--- config.mk ---
export PLATFORM = sky130hd
export DESIGN_NAME = fan_tach_rpm_pwm_monitor_unit_flat
export DESIGN_NICKNAME = d
export VERILOG_FILES = /design/src/ftach_pkg.sv /design/src/ftach_if.sv /design/src/fan_tach_rpm_pwm_monitor_unit.sv /design/src/flat_wrapper.sv
export SDC_FILE = /design/constraint.sdc
export NUM_CORES = 2
export LEC_CHECK = 0
export ABC_CLOCK_PERIOD_IN_PS = 6550
export BUFFER_PORTS_ARGS = -buffer_cell sky130_fd_sc_hd__buf_2
export CAP_MARGIN = 5
export CORE_MARGIN = 10
export CORE_UTILIZATION = 55
export DETAILED_ROUTE_END_ITERATION = 6
export GPL_TIMING_DRIVEN = 0
export PLACE_DENSITY = 0.72
export SLEW_MARGIN = 20
export SYNTH_ARGS = -nofsm -noshare
export SYNTH_HDL_FRONTEND = slang
export SYNTH_SLANG_ARGS = --single-unit
--- constraint.sdc ---
create_clock -name clk_i -period 6.55 [get_ports clk_i]
set_input_delay 0.3275 -clock clk_i [delete_from_list [all_inputs] [get_ports clk_i]]
set_output_delay 0.3275 -clock clk_i [all_outputs]
set_load 0.02 [all_outputs]
--- src/ftach_pkg.sv ---
package ftach_pkg;

  // Field widths of the channels.
  localparam int unsigned DUTY_W     = 24;
  localparam int unsigned MINW_W     = 16;
  localparam int unsigned RPM_W      = 25;
  localparam int unsigned CMP_W      = 9;
  localparam int unsigned CFG_IDX_W  = 1;
  localparam int unsigned CFG_DATA_W = 24;
  localparam int unsigned TIME_W     = 32;

  // Speed numerator: microseconds per half minute (each tach edge marks half a turn).
  localparam logic [RPM_W-1:0] RPM_SCALE = RPM_W'(30000000);

  // Register reset values.
  localparam logic [DUTY_W-1:0] MAX_PWM_RST  = DUTY_W'(255);
  localparam logic [MINW_W-1:0] MIN_WAIT_RST = MINW_W'(1000);

  // Defaults for the top-level parameters.
  localparam int unsigned DEF_PWM_PERIOD   = 320;
  localparam int unsigned DEF_TICKS_PER_MS = 1000;

  typedef enum logic [CFG_IDX_W-1:0] {
    CFG_MAX_PWM  = 1'b0,
    CFG_MIN_WAIT = 1'b1
  } cfg_reg_e;

  typedef enum logic {
    FUNC_TICK = 1'b0,
    FUNC_DUTY = 1'b1
  } func_e;

  typedef enum logic [2:0] {
    ST_IDLE,
    ST_WINDOW,
    ST_MUL,
    ST_PICK,
    ST_DIV,
    ST_STORE,
    ST_DONE
  } state_e;

  typedef enum logic [1:0] {
    TGT_FAN0,
    TGT_FAN1,
    TGT_DUTY
  } div_tgt_e;

endpackage

--- src/ftach_if.sv ---
// Input beat: one microsecond tick with edge flags, or a duty request.
interface ftach_in_if;
  logic                           valid;
  logic                           ready;
  logic                           func;
  logic                           edge_zero;
  logic                           edge_one;
  logic                           channel;
  logic [ftach_pkg::DUTY_W-1:0]   duty_value;

  modport source (output valid, func, edge_zero, edge_one, channel, duty_value,
                  input ready);
  modport sink   (input valid, func, edge_zero, edge_one, channel, duty_value,
                  output ready);
endinterface

// Result beat: speeds, running flags and compare values of both fans.
interface ftach_out_if;
  logic                          valid;
  logic                          ready;
  logic [ftach_pkg::RPM_W-1:0]   rpm_zero;
  logic [ftach_pkg::RPM_W-1:0]   rpm_one;
  logic                          running_zero;
  logic                          running_one;
  logic [ftach_pkg::CMP_W-1:0]   compare_zero;
  logic [ftach_pkg::CMP_W-1:0]   compare_one;

  modport source (output valid, rpm_zero, rpm_one, running_zero, running_one,
                  compare_zero, compare_one, input ready);
  modport sink   (input valid, rpm_zero, rpm_one, running_zero, running_one,
                  compare_zero, compare_one, output ready);
endinterface

// Configuration write beat.
interface ftach_cfg_if;
  logic                               valid;
  logic                               ready;
  logic [ftach_pkg::CFG_IDX_W-1:0]    index;
  logic [ftach_pkg::CFG_DATA_W-1:0]   data;

  modport source (output valid, index, data, input ready);
  modport sink   (input valid, index, data, output ready);
endinterface

--- src/fan_tach_rpm_pwm_monitor_unit.sv ---
// Two-fan tachometer and PWM duty monitor. Each input beat is either one
// microsecond tick carrying the rising-edge flags of both tach inputs, or a
// duty request for one fan; every beat returns exactly one result beat with
// both speeds (30000000 / edge period in microseconds, 0 for a zero period),
// both running flags and both PWM compare values (PWM_PERIOD * duty /
// max_pwm, duty clamped to max_pwm). All quotients come from one shared
// restoring divider that retires one quotient bit per cycle over
// DIV_W = max(25, clog2(PWM_PERIOD+1) + 24) steps (33 at the defaults).
// A tick runs the window checks and then one division for each fan that has
// an edge and a nonzero period; a duty request runs the multiply and then
// one division unless max_pwm is zero. The block takes one beat at a time;
// the result sits in an output register, so a stalled sink holds the next
// beat only in its finishing step. Configuration writes are always taken
// and are expected only while the block is idle.
module fan_tach_rpm_pwm_monitor_unit #(
  parameter int unsigned PWM_PERIOD   = ftach_pkg::DEF_PWM_PERIOD,
  parameter int unsigned TICKS_PER_MS = ftach_pkg::DEF_TICKS_PER_MS
) (
  input  logic        clk_i,
  input  logic        rst_ni,
  ftach_in_if.sink    in_i,
  ftach_out_if.source out_o,
  ftach_cfg_if.sink   cfg_i
);

  localparam int unsigned TIME_W = ftach_pkg::TIME_W;
  localparam int unsigned RPM_W  = ftach_pkg::RPM_W;
  localparam int unsigned CMP_W  = ftach_pkg::CMP_W;
  localparam int unsigned DUTY_W = ftach_pkg::DUTY_W;
  localparam int unsigned MINW_W = ftach_pkg::MINW_W;
  localparam int unsigned PRE_W  = (TICKS_PER_MS > 1) ? $clog2(TICKS_PER_MS) : 1;
  localparam int unsigned PWM_W  = $clog2(PWM_PERIOD + 1);
  localparam int unsigned PROD_W = PWM_W + DUTY_W;
  localparam int unsigned DIV_W  = (PROD_W > RPM_W) ? PROD_W : RPM_W;
  localparam int unsigned CNT_W  = $clog2(DIV_W + 1);

  localparam logic [PRE_W-1:0] PRE_LAST  = PRE_W'(TICKS_PER_MS - 1);
  localparam logic [PWM_W-1:0] PWM_CONST = PWM_W'(PWM_PERIOD);

  localparam int unsigned PEND_DUTY = 2;

  // Sequencer state.
  ftach_pkg::state_e   state_q, state_d;
  ftach_pkg::div_tgt_e tgt_q;
  logic [2:0]          pend_q;

  // Configuration registers.
  logic [DUTY_W-1:0] max_pwm_q;
  logic [MINW_W-1:0] min_wait_q;

  // Time base.
  logic [TIME_W-1:0] usec_q;
  logic [PRE_W-1:0]  prescale_q;
  logic [TIME_W-1:0] msec_q;

  // Per-fan state.
  logic [TIME_W-1:0] time_now_q  [2];
  logic [TIME_W-1:0] period_q    [2];
  logic [TIME_W-1:0] count_q     [2];
  logic [TIME_W-1:0] snapshot_q  [2];
  logic [TIME_W-1:0] win_start_q [2];
  logic              running_q   [2];
  logic [RPM_W-1:0]  rpm_q       [2];
  logic [CMP_W-1:0]  cmp_q       [2];

  // Duty request working registers.
  logic              chan_q;
  logic [DUTY_W-1:0] duty_q;
  logic [PROD_W-1:0] prod_q;

  // Shared divider.
  logic [DIV_W-1:0]  dq_q;
  logic [TIME_W-1:0] rem_q;
  logic [TIME_W-1:0] dvsr_q;
  logic [CNT_W-1:0]  cnt_q;

  // Output register.
  logic              out_valid_q;
  logic [RPM_W-1:0]  out_rpm_q  [2];
  logic              out_run_q  [2];
  logic [CMP_W-1:0]  out_cmp_q  [2];

  logic              in_fire;
  logic              out_free;
  logic [TIME_W-1:0] usec_nx;
  logic [1:0]        edge_v;
  logic              pick_fan0;
  logic              pick_fan1;
  logic              pick_duty;
  logic              div_go;
  logic [TIME_W:0]   trial;
  logic              trial_ge;

  assign in_fire  = in_i.valid && in_i.ready;
  assign out_free = !out_valid_q || out_o.ready;
  assign usec_nx  = usec_q + TIME_W'(1);
  assign edge_v   = {in_i.edge_one, in_i.edge_zero};

  // Pending work is served fan 0 first, then fan 1, then the duty request.
  assign pick_fan0 = pend_q[0];
  assign pick_fan1 = !pend_q[0] && pend_q[1];
  assign pick_duty = (pend_q == 3'b100);
  assign div_go    = (pick_fan0 && (period_q[0] != '0)) ||
                     (pick_fan1 && (period_q[1] != '0)) ||
                     (pick_duty && (max_pwm_q != '0));

  // One restoring division step.
  assign trial    = {rem_q, dq_q[DIV_W-1]};
  assign trial_ge = (trial >= {1'b0, dvsr_q});

  assign in_i.ready    = (state_q == ftach_pkg::ST_IDLE);
  assign cfg_i.ready   = 1'b1;
  assign out_o.valid        = out_valid_q;
  assign out_o.rpm_zero     = out_rpm_q[0];
  assign out_o.rpm_one      = out_rpm_q[1];
  assign out_o.running_zero = out_run_q[0];
  assign out_o.running_one  = out_run_q[1];
  assign out_o.compare_zero = out_cmp_q[0];
  assign out_o.compare_one  = out_cmp_q[1];

  // State register.
  always_ff @(posedge clk_i or negedge rst_ni) begin
    if (!rst_ni) begin
      state_q <= ftach_pkg::ST_IDLE;
    end else begin
      state_q <= state_d;
    end
  end

  // Next-state logic.
  always_comb begin
    state_d = state_q;
    case (state_q)
      ftach_pkg::ST_IDLE: begin
        if (in_fire) begin
          if (ftach_pkg::func_e'(in_i.func) == ftach_pkg::FUNC_TICK) begin
            state_d = ftach_pkg::ST_WINDOW;
          end else begin
            state_d = ftach_pkg::ST_MUL;
          end
        end
      end
      ftach_pkg::ST_WINDOW: state_d = ftach_pkg::ST_PICK;
      ftach_pkg::ST_MUL:    state_d = ftach_pkg::ST_PICK;
      ftach_pkg::ST_PICK: begin
        if (pend_q == '0) begin
          state_d = ftach_pkg::ST_DONE;
        end else if (div_go) begin
          state_d = ftach_pkg::ST_DIV;
        end
      end
      ftach_pkg::ST_DIV: begin
        if (cnt_q == CNT_W'(1)) begin
          state_d = ftach_pkg::ST_STORE;
        end
      end
      ftach_pkg::ST_STORE: state_d = ftach_pkg::ST_PICK;
      ftach_pkg::ST_DONE: begin
        if (out_free) begin
          state_d = ftach_pkg::ST_IDLE;
        end
      end
      default: state_d = ftach_pkg::ST_IDLE;
    endcase
  end

  // Configuration writes.
  always_ff @(posedge clk_i or negedge rst_ni) begin
    if (!rst_ni) begin
      max_pwm_q  <= ftach_pkg::MAX_PWM_RST;
      min_wait_q <= ftach_pkg::MIN_WAIT_RST;
    end else if (cfg_i.valid && cfg_i.ready) begin
      case (ftach_pkg::cfg_reg_e'(cfg_i.index))
        ftach_pkg::CFG_MAX_PWM:  max_pwm_q  <= cfg_i.data;
        ftach_pkg::CFG_MIN_WAIT: min_wait_q <= cfg_i.data[MINW_W-1:0];
        default: ;
      endcase
    end
  end

  // Time base, edge capture, window checks and result storage.
  always_ff @(posedge clk_i or negedge rst_ni) begin
    if (!rst_ni) begin
      usec_q     <= '0;
      prescale_q <= '0;
      msec_q     <= '0;
      pend_q     <= '0;
      tgt_q      <= ftach_pkg::TGT_FAN0;
      chan_q     <= 1'b0;
      for (int f = 0; f < 2; f++) begin
        time_now_q[f]  <= '0;
        period_q[f]    <= '0;
        count_q[f]     <= '0;
        snapshot_q[f]  <= '0;
        win_start_q[f] <= '0;
        running_q[f]   <= 1'b0;
        rpm_q[f]       <= '0;
        cmp_q[f]       <= '0;
      end
    end else begin
      case (state_q)
        ftach_pkg::ST_IDLE: begin
          if (in_fire) begin
            if (ftach_pkg::func_e'(in_i.func) == ftach_pkg::FUNC_TICK) begin
              usec_q <= usec_nx;
              if (prescale_q == PRE_LAST) begin
                prescale_q <= '0;
                msec_q     <= msec_q + TIME_W'(1);
              end else begin
                prescale_q <= prescale_q + PRE_W'(1);
              end
              for (int f = 0; f < 2; f++) begin
                if (edge_v[f]) begin
                  period_q[f]   <= usec_nx - time_now_q[f];
                  time_now_q[f] <= usec_nx;
                  count_q[f]    <= count_q[f] + TIME_W'(1);
                end
              end
              pend_q <= {1'b0, edge_v};
            end else begin
              chan_q <= in_i.channel;
              pend_q <= 3'b100;
            end
          end
        end
        ftach_pkg::ST_WINDOW: begin
          // A start ahead of the clock (after wrap) is pulled back first.
          for (int f = 0; f < 2; f++) begin
            if (msec_q < win_start_q[f]) begin
              win_start_q[f] <= msec_q;
              if (min_wait_q == '0) begin
                if (count_q[f] == snapshot_q[f]) begin
                  running_q[f] <= 1'b0;
                end else begin
                  snapshot_q[f] <= count_q[f];
                  running_q[f]  <= 1'b1;
                end
              end
            end else if ((msec_q - win_start_q[f]) >= TIME_W'(min_wait_q)) begin
              win_start_q[f] <= msec_q;
              if (count_q[f] == snapshot_q[f]) begin
                running_q[f] <= 1'b0;
              end else begin
                snapshot_q[f] <= count_q[f];
                running_q[f]  <= 1'b1;
              end
            end
          end
        end
        ftach_pkg::ST_PICK: begin
          // Zero divisors resolve at once; everything else goes to the divider.
          if (pick_fan0) begin
            tgt_q <= ftach_pkg::TGT_FAN0;
            if (period_q[0] == '0) begin
              rpm_q[0]  <= '0;
              pend_q[0] <= 1'b0;
            end
          end else if (pick_fan1) begin
            tgt_q <= ftach_pkg::TGT_FAN1;
            if (period_q[1] == '0) begin
              rpm_q[1]  <= '0;
              pend_q[1] <= 1'b0;
            end
          end else if (pick_duty) begin
            tgt_q <= ftach_pkg::TGT_DUTY;
            if (max_pwm_q == '0) begin
              cmp_q[chan_q]     <= '0;
              pend_q[PEND_DUTY] <= 1'b0;
            end
          end
        end
        ftach_pkg::ST_STORE: begin
          case (tgt_q)
            ftach_pkg::TGT_FAN0: begin
              rpm_q[0]  <= dq_q[RPM_W-1:0];
              pend_q[0] <= 1'b0;
            end
            ftach_pkg::TGT_FAN1: begin
              rpm_q[1]  <= dq_q[RPM_W-1:0];
              pend_q[1] <= 1'b0;
            end
            ftach_pkg::TGT_DUTY: begin
              cmp_q[chan_q]     <= dq_q[CMP_W-1:0];
              pend_q[PEND_DUTY] <= 1'b0;
            end
            default: pend_q <= '0;
          endcase
        end
        default: ;
      endcase
    end
  end

  // Duty clamp, scaling multiply and the shared divider datapath.
  always_ff @(posedge clk_i) begin
    if (in_fire) begin
      duty_q <= (in_i.duty_value > max_pwm_q) ? max_pwm_q : in_i.duty_value;
    end
    if (state_q == ftach_pkg::ST_MUL) begin
      prod_q <= PROD_W'(PWM_CONST) * PROD_W'(duty_q);
    end
    if ((state_q == ftach_pkg::ST_PICK) && div_go) begin
      rem_q <= '0;
      cnt_q <= CNT_W'(DIV_W);
      if (pick_fan0) begin
        dq_q   <= DIV_W'(ftach_pkg::RPM_SCALE);
        dvsr_q <= period_q[0];
      end else if (pick_fan1) begin
        dq_q   <= DIV_W'(ftach_pkg::RPM_SCALE);
        dvsr_q <= period_q[1];
      end else begin
        dq_q   <= DIV_W'(prod_q);
        dvsr_q <= TIME_W'(max_pwm_q);
      end
    end else if (state_q == ftach_pkg::ST_DIV) begin
      rem_q <= trial_ge ? TIME_W'(trial - {1'b0, dvsr_q}) : trial[TIME_W-1:0];
      dq_q  <= {dq_q[DIV_W-2:0], trial_ge};
      cnt_q <= cnt_q - CNT_W'(1);
    end
  end

  // Output register.
  always_ff @(posedge clk_i or negedge rst_ni) begin
    if (!rst_ni) begin
      out_valid_q <= 1'b0;
    end else if ((state_q == ftach_pkg::ST_DONE) && out_free) begin
      out_valid_q <= 1'b1;
    end else if (out_o.ready) begin
      out_valid_q <= 1'b0;
    end
  end

  always_ff @(posedge clk_i) begin
    if ((state_q == ftach_pkg::ST_DONE) && out_free) begin
      for (int f = 0; f < 2; f++) begin
        out_rpm_q[f] <= rpm_q[f];
        out_run_q[f] <= running_q[f];
        out_cmp_q[f] <= cmp_q[f];
      end
    end
  end

  // The block holds off new beats while one is in work.
  assert property (@(posedge clk_i) disable iff (!rst_ni)
    in_fire |=> !in_i.ready)
    else $error("input accepted twice in a row");

  // A result appears only as the sequencer finishes a beat.
  assert property (@(posedge clk_i) disable iff (!rst_ni)
    $rose(out_o.valid) |-> $past(state_q == ftach_pkg::ST_DONE))
    else $error("result raised outside the finishing step");

  // Every queued division or zero case is served before the result goes out.
  assert property (@(posedge clk_i) disable iff (!rst_ni)
    (state_q == ftach_pkg::ST_DONE) |-> (pend_q == '0))
    else $error("result formed with work still pending");

  // A quotient is stored only after the divider has run its full count.
  assert property (@(posedge clk_i) disable iff (!rst_ni)
    (state_q == ftach_pkg::ST_STORE) |->
      ($past(state_q) == ftach_pkg::ST_DIV) && ($past(cnt_q) == CNT_W'(1)))
    else $error("quotient stored before division finished");

endmodule

--- src/flat_wrapper.sv ---
// flat-port wrapper written by rule: the top's interface ports become plain ports
module fan_tach_rpm_pwm_monitor_unit_flat 
#(
  parameter int unsigned PWM_PERIOD   = ftach_pkg::DEF_PWM_PERIOD,
  parameter int unsigned TICKS_PER_MS = ftach_pkg::DEF_TICKS_PER_MS
)
  (clk_i, rst_ni, in_i_valid, in_i_func, in_i_edge_zero, in_i_edge_one, in_i_channel, in_i_duty_value, in_i_ready, out_o_valid, out_o_rpm_zero, out_o_rpm_one, out_o_running_zero, out_o_running_one, out_o_compare_zero, out_o_compare_one, out_o_ready, cfg_i_valid, cfg_i_index, cfg_i_data, cfg_i_ready);
  ftach_in_if in_i_i ();
  ftach_out_if out_o_i ();
  ftach_cfg_if cfg_i_i ();
  input  logic clk_i;
  input  logic rst_ni;
  input wire logic [$bits(in_i_i.valid)-1:0] in_i_valid;
  input wire logic [$bits(in_i_i.func)-1:0] in_i_func;
  input wire logic [$bits(in_i_i.edge_zero)-1:0] in_i_edge_zero;
  input wire logic [$bits(in_i_i.edge_one)-1:0] in_i_edge_one;
  input wire logic [$bits(in_i_i.channel)-1:0] in_i_channel;
  input wire logic [$bits(in_i_i.duty_value)-1:0] in_i_duty_value;
  output wire logic [$bits(in_i_i.ready)-1:0] in_i_ready;
  output wire logic [$bits(out_o_i.valid)-1:0] out_o_valid;
  output wire logic [$bits(out_o_i.rpm_zero)-1:0] out_o_rpm_zero;
  output wire logic [$bits(out_o_i.rpm_one)-1:0] out_o_rpm_one;
  output wire logic [$bits(out_o_i.running_zero)-1:0] out_o_running_zero;
  output wire logic [$bits(out_o_i.running_one)-1:0] out_o_running_one;
  output wire logic [$bits(out_o_i.compare_zero)-1:0] out_o_compare_zero;
  output wire logic [$bits(out_o_i.compare_one)-1:0] out_o_compare_one;
  input wire logic [$bits(out_o_i.ready)-1:0] out_o_ready;
  input wire logic [$bits(cfg_i_i.valid)-1:0] cfg_i_valid;
  input wire logic [$bits(cfg_i_i.index)-1:0] cfg_i_index;
  input wire logic [$bits(cfg_i_i.data)-1:0] cfg_i_data;
  output wire logic [$bits(cfg_i_i.ready)-1:0] cfg_i_ready;
  assign in_i_i.valid = in_i_valid;
  assign in_i_i.func = in_i_func;
  assign in_i_i.edge_zero = in_i_edge_zero;
  assign in_i_i.edge_one = in_i_edge_one;
  assign in_i_i.channel = in_i_channel;
  assign in_i_i.duty_value = in_i_duty_value;
  assign in_i_ready = in_i_i.ready;
  assign out_o_valid = out_o_i.valid;
  assign out_o_rpm_zero = out_o_i.rpm_zero;
  assign out_o_rpm_one = out_o_i.rpm_one;
  assign out_o_running_zero = out_o_i.running_zero;
  assign out_o_running_one = out_o_i.running_one;
  assign out_o_compare_zero = out_o_i.compare_zero;
  assign out_o_compare_one = out_o_i.compare_one;
  assign out_o_i.ready = out_o_ready;
  assign cfg_i_i.valid = cfg_i_valid;
  assign cfg_i_i.index = cfg_i_index;
  assign cfg_i_i.data = cfg_i_data;
  assign cfg_i_ready = cfg_i_i.ready;
  fan_tach_rpm_pwm_monitor_unit #(.PWM_PERIOD(PWM_PERIOD), .TICKS_PER_MS(TICKS_PER_MS)) u_core (.clk_i(clk_i), .rst_ni(rst_ni), .in_i(in_i_i), .out_o(out_o_i), .cfg_i(cfg_i_i));
endmodule
**Word-level counts from Yosys, hierarchy flattened**

Memory sizes are Yosys's and may differ from the RTL's.
Index checks and enable logic that the tools add are counted.

- $add $sub $neg: 11
- $mul: 1
- Divide/modulo/power cells: 0
- Magnitude comparators: 8
- Equal/unequal tests: 33
- Shift-type cells: 0
- Mux-type cells: 74
- Bitwise gates (word level): 5
- Reductions and logical operators: 53

Operators with widths:

| kind | number |
|---|---|
| $mux W32 | 15 |
| $mux W25 | 7 |
| $sub A32 B32 Y32 | 5 |
| $mux W33 | 4 |
| $add A32 B1 Y32 const B | 4 |
| $pmux W50 S2 | 1 |
| $mux W18 | 5 |
| $eq A32 B32 Y1 | 2 |
| $ge A32 B16 Y1 | 2 |
| $logic_not A32 Y1 | 2 |
| $lt A32 B32 Y1 | 2 |
| $reduce_bool A32 Y1 | 2 |
| $pmux W18 S2 | 1 |
| $ge A33 B32 Y1 | 1 |
| $mul A3 B24 Y27 const A | 1 |
| $gt A24 B24 Y1 | 1 |
| $logic_not A24 Y1 | 1 |
| $mux W24 | 1 |
| $reduce_bool A24 Y1 | 1 |
| $mux W1 | 22 |
| $mux W3 | 7 |
| $ne A2 B1 Y1 const B | 10 |
| $reduce_and A4 Y1 | 5 |
| $and A18 B18 Y18 | 1 |
| 38 further kinds | 82 |

- Flip-flop bits (word level): 668
- Latch bits: 0
- Bits in writable memories: 70
- Memory bits (read-only): 0
- Input bits: 58
- Output and inout bits: 73
- Logic and storage cells: 222
- Memories kept: 3

Memories:

| name | depth | bits a word | read ports | clocked after memory_dff | write ports | line | source |
|---|---|---|---|---|---|---|---|
| u_core.out_rpm_q | 2 | 25 | 2 | 0 | 2 | fan_tach_rpm_pwm_monitor_unit.sv:79 | `logic [RPM_W-1:0] out_rpm_q [2];` |
| u_core.out_cmp_q | 2 | 9 | 2 | 0 | 2 | fan_tach_rpm_pwm_monitor_unit.sv:81 | `logic [CMP_W-1:0] out_cmp_q [2];` |
| u_core.out_run_q | 2 | 1 | 2 | 0 | 2 | fan_tach_rpm_pwm_monitor_unit.sv:80 | `logic out_run_q [2];` |

**Longest topological paths before layout**

- Word-level depth: 12
- Mapped depth: 24

**Least setup slack after synthesis**

No wires, ideal clock.

- Kind: register to register
- From: register u_core.msec_q[0]
- To: register u_core.snapshot_q[10] in the netlist's numbering
- Library setup time: 125 ps
- Arrival time: 4780 ps
- Data required time: 6425 ps
- Setup slack: 1645 ps
- Stages on the path, launching flop included: 25
- Path buffers: 2
- Period minus slack after synthesis: 4905 ps
- Path through: dfrtp_1 inv_1 ha_1 fa_1 nand2b_1 a211o_1 a31oi_4 a31oi_1 o21ai_0 xor2_1 ha_1 nand4_1 nor2_1 a221oi_1 nand4_1 a2111oi_0 o21ai_0 nor4_1 o2111ai_1 nor3_1 a31oi_1 and3_1 buf_6 buf_6 mux2_4

- Word-level cells in the longest chain between the ends: 4

RTL lines:

| element | line | source |
|---|---|---|
| start: declaration | fan_tach_rpm_pwm_monitor_unit.sv:54 | `logic [TIME_W-1:0] msec_q;` |
| start signal: assignment | fan_tach_rpm_pwm_monitor_unit.sv:208 | `msec_q <= msec_q + TIME_W'(1);` |
| $sub A32 B32 Y32 | fan_tach_rpm_pwm_monitor_unit.sv:239 | `end else if ((msec_q - win_start_q[f]) >= TIME_W'(min_wait_q)) begin` |
| $ge A32 B16 Y1 | fan_tach_rpm_pwm_monitor_unit.sv:239 |  |
| $reduce_bool A2 Y1 (no source line) | n/a |  |
| $reduce_and A3 Y1 (no source line) | n/a |  |
| end signal: indexed assignment | fan_tach_rpm_pwm_monitor_unit.sv:235 | `snapshot_q[f] <= count_q[f];` |
| end signal: indexed assignment | fan_tach_rpm_pwm_monitor_unit.sv:244 | `snapshot_q[f] <= count_q[f];` |
| end: declaration | fan_tach_rpm_pwm_monitor_unit.sv:60 | `logic [TIME_W-1:0] snapshot_q [2];` |

Parallel ways exist; a longest one is shown, timed or not.
A chain may end at the register's enable or synchronous reset.

**Worst setup path in the final report**

- From: register u_core.msec_q[0]
- To: register u_core.snapshot_q[17] in the netlist's numbering

Same word-level chain as after synthesis.

==> flow_summary.yaml <==
cts:
  cts_tree: "done"
  clockBufferDepth: 3
  cts.root.buffer_cell: "clkbuf_16"
  clock_sinks: 738
  post_cts.repair.setup_buffers: 0
  htree_levels: 3
  cts.clk_slew.worst_paths_ns: 0.06
  cts_buffers: 80
  clock_latency_ns: 0.64
floorplan:
  die_area_sq_mm: 0.0853
  die_h_um: 292
  core_sq_mm: 0.0732
  io_pins: 131
  start_util: 0.556
  row_count: 99
  die_width_um: 292
worst_setup_path:
  cp-start-kind: "flip-flop"
  max_stage_delay_ns: 0.42
  cp.arrival_ns: 6.42
  path_cells: "inv_1, ha_1, fa_1, nand2b_1, a211o_1, a31oi_4, a31oi_1, o21ai_0, xor2_1, ha_1, nand4_1, nor2_1, a221oi_1, nand4_1, a2111oi_1, o21ai_0, nor4_1, o2111ai_1, nor3_1, a31oi_1, and3_1, buf_6, buf_6, mux2_4"
  worstPathRequired_ns: 7.07
  critPathMaxFanout: 10
  crit_path_start: "u_core.msec_q[0]"
  crit_path_top_delay_cell: "dfrtp_1"
  end_kind: "flip-flop"
  reg2reg_from: "u_core.msec_q[0]"
  critPathKind: "reg2reg"
logic_synthesis:
  synthesis.area_sq_mm: 0.0407
  synth-seq-cells: 738
  synth_nets: 4447
  synth-edff-count: 186
  synth_cell_types: 86
  yosysMostFrequentCell: "nand2_1"
  synth_top_cell_area_share: 0.307
  synth_top_area_cell: "dfrtp_1"
  syn_avg_cell_area_sq_um: 9.90
  synth_ff_type: "dfrtp_1"
  synthCells: 4115
  async_flop_share: 0.696
  synthTopCellsByArea: "dfrtp_1 31%, edfxtp_1 14%, ha_1 8.2%, nand2_1 5.2%, o21ai_0 5.2%"
  synth-warning-count: 0
  synth-seq-area-share: 0.472
  synth.cells.most_frequent: "568 x nand2_1, 500 x dfrtp_1, 420 x o21ai_0"
place:
  portBuffers: 129
  routabilityCongestion: 0.921
  dp_hpwl_um: 73100
  pre_cts_ws_ns: 0.712
  dpl.cell_count: 5210
outcome:
  status: "completed"
routing:
  wl_um: 97300
  via_per_inst: 5.62
  firstDrtPassIters: 5
  vias: 30300
  ant_nets: 0
  wl_per_cell_um: 18.1
  drc: 0
  first_iter_violations: 2144
layout:
  finish.utilization: 0.626
  fin_cells: 5383
  layout.nets: 4686
  fillers: 6044
  area_growth_pct: 12.5
  drive_gt1_frac: 0.101
sta:
  period_needed_ns: 5.91
  slew_viol_final: 0
  hold_viol: 0
  worst_pin_slew_ns: 0.977
  setup_viol: 0
  holdWs_ns: 0.0311
  rsz0062_at_grt: "false"
  max_freq_mhz: 169
  post-route-period-util: 0.902
  fin_worst_skew_ns: 0.0199
  timing.final.ws_setup_ns: 0.645
  slew_headroom: 0.340
grt:
  grt_max_degree: 99
  gr-total-overflow: 0
  track_usage: 0.225
  antenna_found_initial: 5
  grt_pass1_vias: 29800
  grt_first_pass_wirelength_um: 158000
min_path:
  hold_class: "in2reg"
  hp-start: "in_i_duty_value[20]"
run:
  cap_violations: 0
pwr:
  powerDensity_mw_per_mm2: 388
  p_leak_nw: 21.2
  power_mw: 17.8
  ir_worst_vdd_mv: 0.247
==> metrics by stage <==
stage	setup TNS, ns	cell area, sq um
2_1_floorplan	0	40700
3_3_place_gp	-2796.33	42600
3_5_place_dp	0	42800
4_1_cts	0	45800
5_1_grt	0	45800
6_report	0	45800
==> power by group <==
group	leakage [nW]	switching, mW	internal, mW
sequential	8.93	0.632	5.82
combinational	10.9	3.90	2.64
clock	1.38	1.95	2.83
==> worst paths after layout <==
check | cells past startpoint | to | slack [ns]
min in group asynchronous | 2 | u_core.time_now_q[53] | 0.26
max in group asynchronous | 4 | u_core.count_q[53] | 4.92
hold reg to reg | 0 | u_core.out_rpm_q[0][46] | 0.44
setup / recovery | 24 | u_core.snapshot_q[17] | 0.64
setup reg to reg | 24 | u_core.snapshot_q[17] | 0.64
hold / removal | 2 | u_core.duty_q[20] | 0.03
==> final cells by class <==
class / instances / area, sq um / area share
Multi-Input combinational cell: 2938 / 19800 / 0.432
Sequential cell: 738 / 19200 / 0.419
Clock buffer: 103 / 2220 / 0.0484
Tap cell: 959 / 1200 / 0.0262
Inverter: 302 / 1130 / 0.0247
Timing Repair Buffer: 157 / 1040 / 0.0228
Clock inverter: 46 / 618 / 0.0135
Buffer: 137 / 571 / 0.0124
Antenna cell: 3 / 7.51 / 0.000164
==> timing repair <==
action | CTS | global route
endpoints found under the setup margin | 0 | 31
hold buffers | 20 | 1
endpoints found under the hold margin | 84 | 1
resized for setup | 0 | 3
==> worst max-delay path: cells and delay by family (launching register included) <==
kind / cells / cell delay, ns
DFF: 1 / 0.42
AOI/OAI and AO/OA: 9 / 2.23
xor gates and xnor gates: 1 / 0.17
muxes: 1 / 0.30
adders and majority gates: 3 / 0.88
and+or+nand+nor: 7 / 1.35
buffers and inverters: 3 / 0.42
==> routing by layer <==
layer  part of all wire  track usage  wire (um)
met1               0.46        0.303      44300
met2               0.46        0.362      44300
met3              0.051       0.0395       4960
met4              0.038       0.0829       3720
met5            0.00028            0         27
==> kinds of logic after synthesis <==
logic type               after synthesis  synth area share
AND/OR/NAND/NOR                     1197             0.135
AO/OA/AOI/OAI                        897             0.130
flip-flops                           738             0.472
buffers and inverters                439            0.0418
XOR/XNOR                             367            0.0789
adder cells (fa/ha/maj)              274            0.0853
multiplexers                         202            0.0569
other                                  1         0.0000921
==> registers in the layout (all words and copies together) (netlist names), 33 cells and up <==
register / flops
u_core.win_start_q: 64
u_core.time_now_q: 64
u_core.out_rpm_q: 50
u_core.count_q: 64
u_core.snapshot_q: 64
u_core.period_q: 64
u_core.dq_q: 33
u_core.rpm_q: 50
==> placed cells by master (no fill, tap or decap), types with 80 or more instances in the layout <==
cell / instances
inv_1: 300
edfxtp_1: 186
clkbuf_16: 80
buf_2: 139
nand2_1: 568
dfrtp_1: 500
xor2_1: 137
mux2_2: 88
xnor2_1: 230
ha_1: 268
o21ai_0: 420
nand3_1: 104
clkbuf_1: 122
nor2_1: 183
a21oi_1: 177
Power figures use the tool's default switching activity.
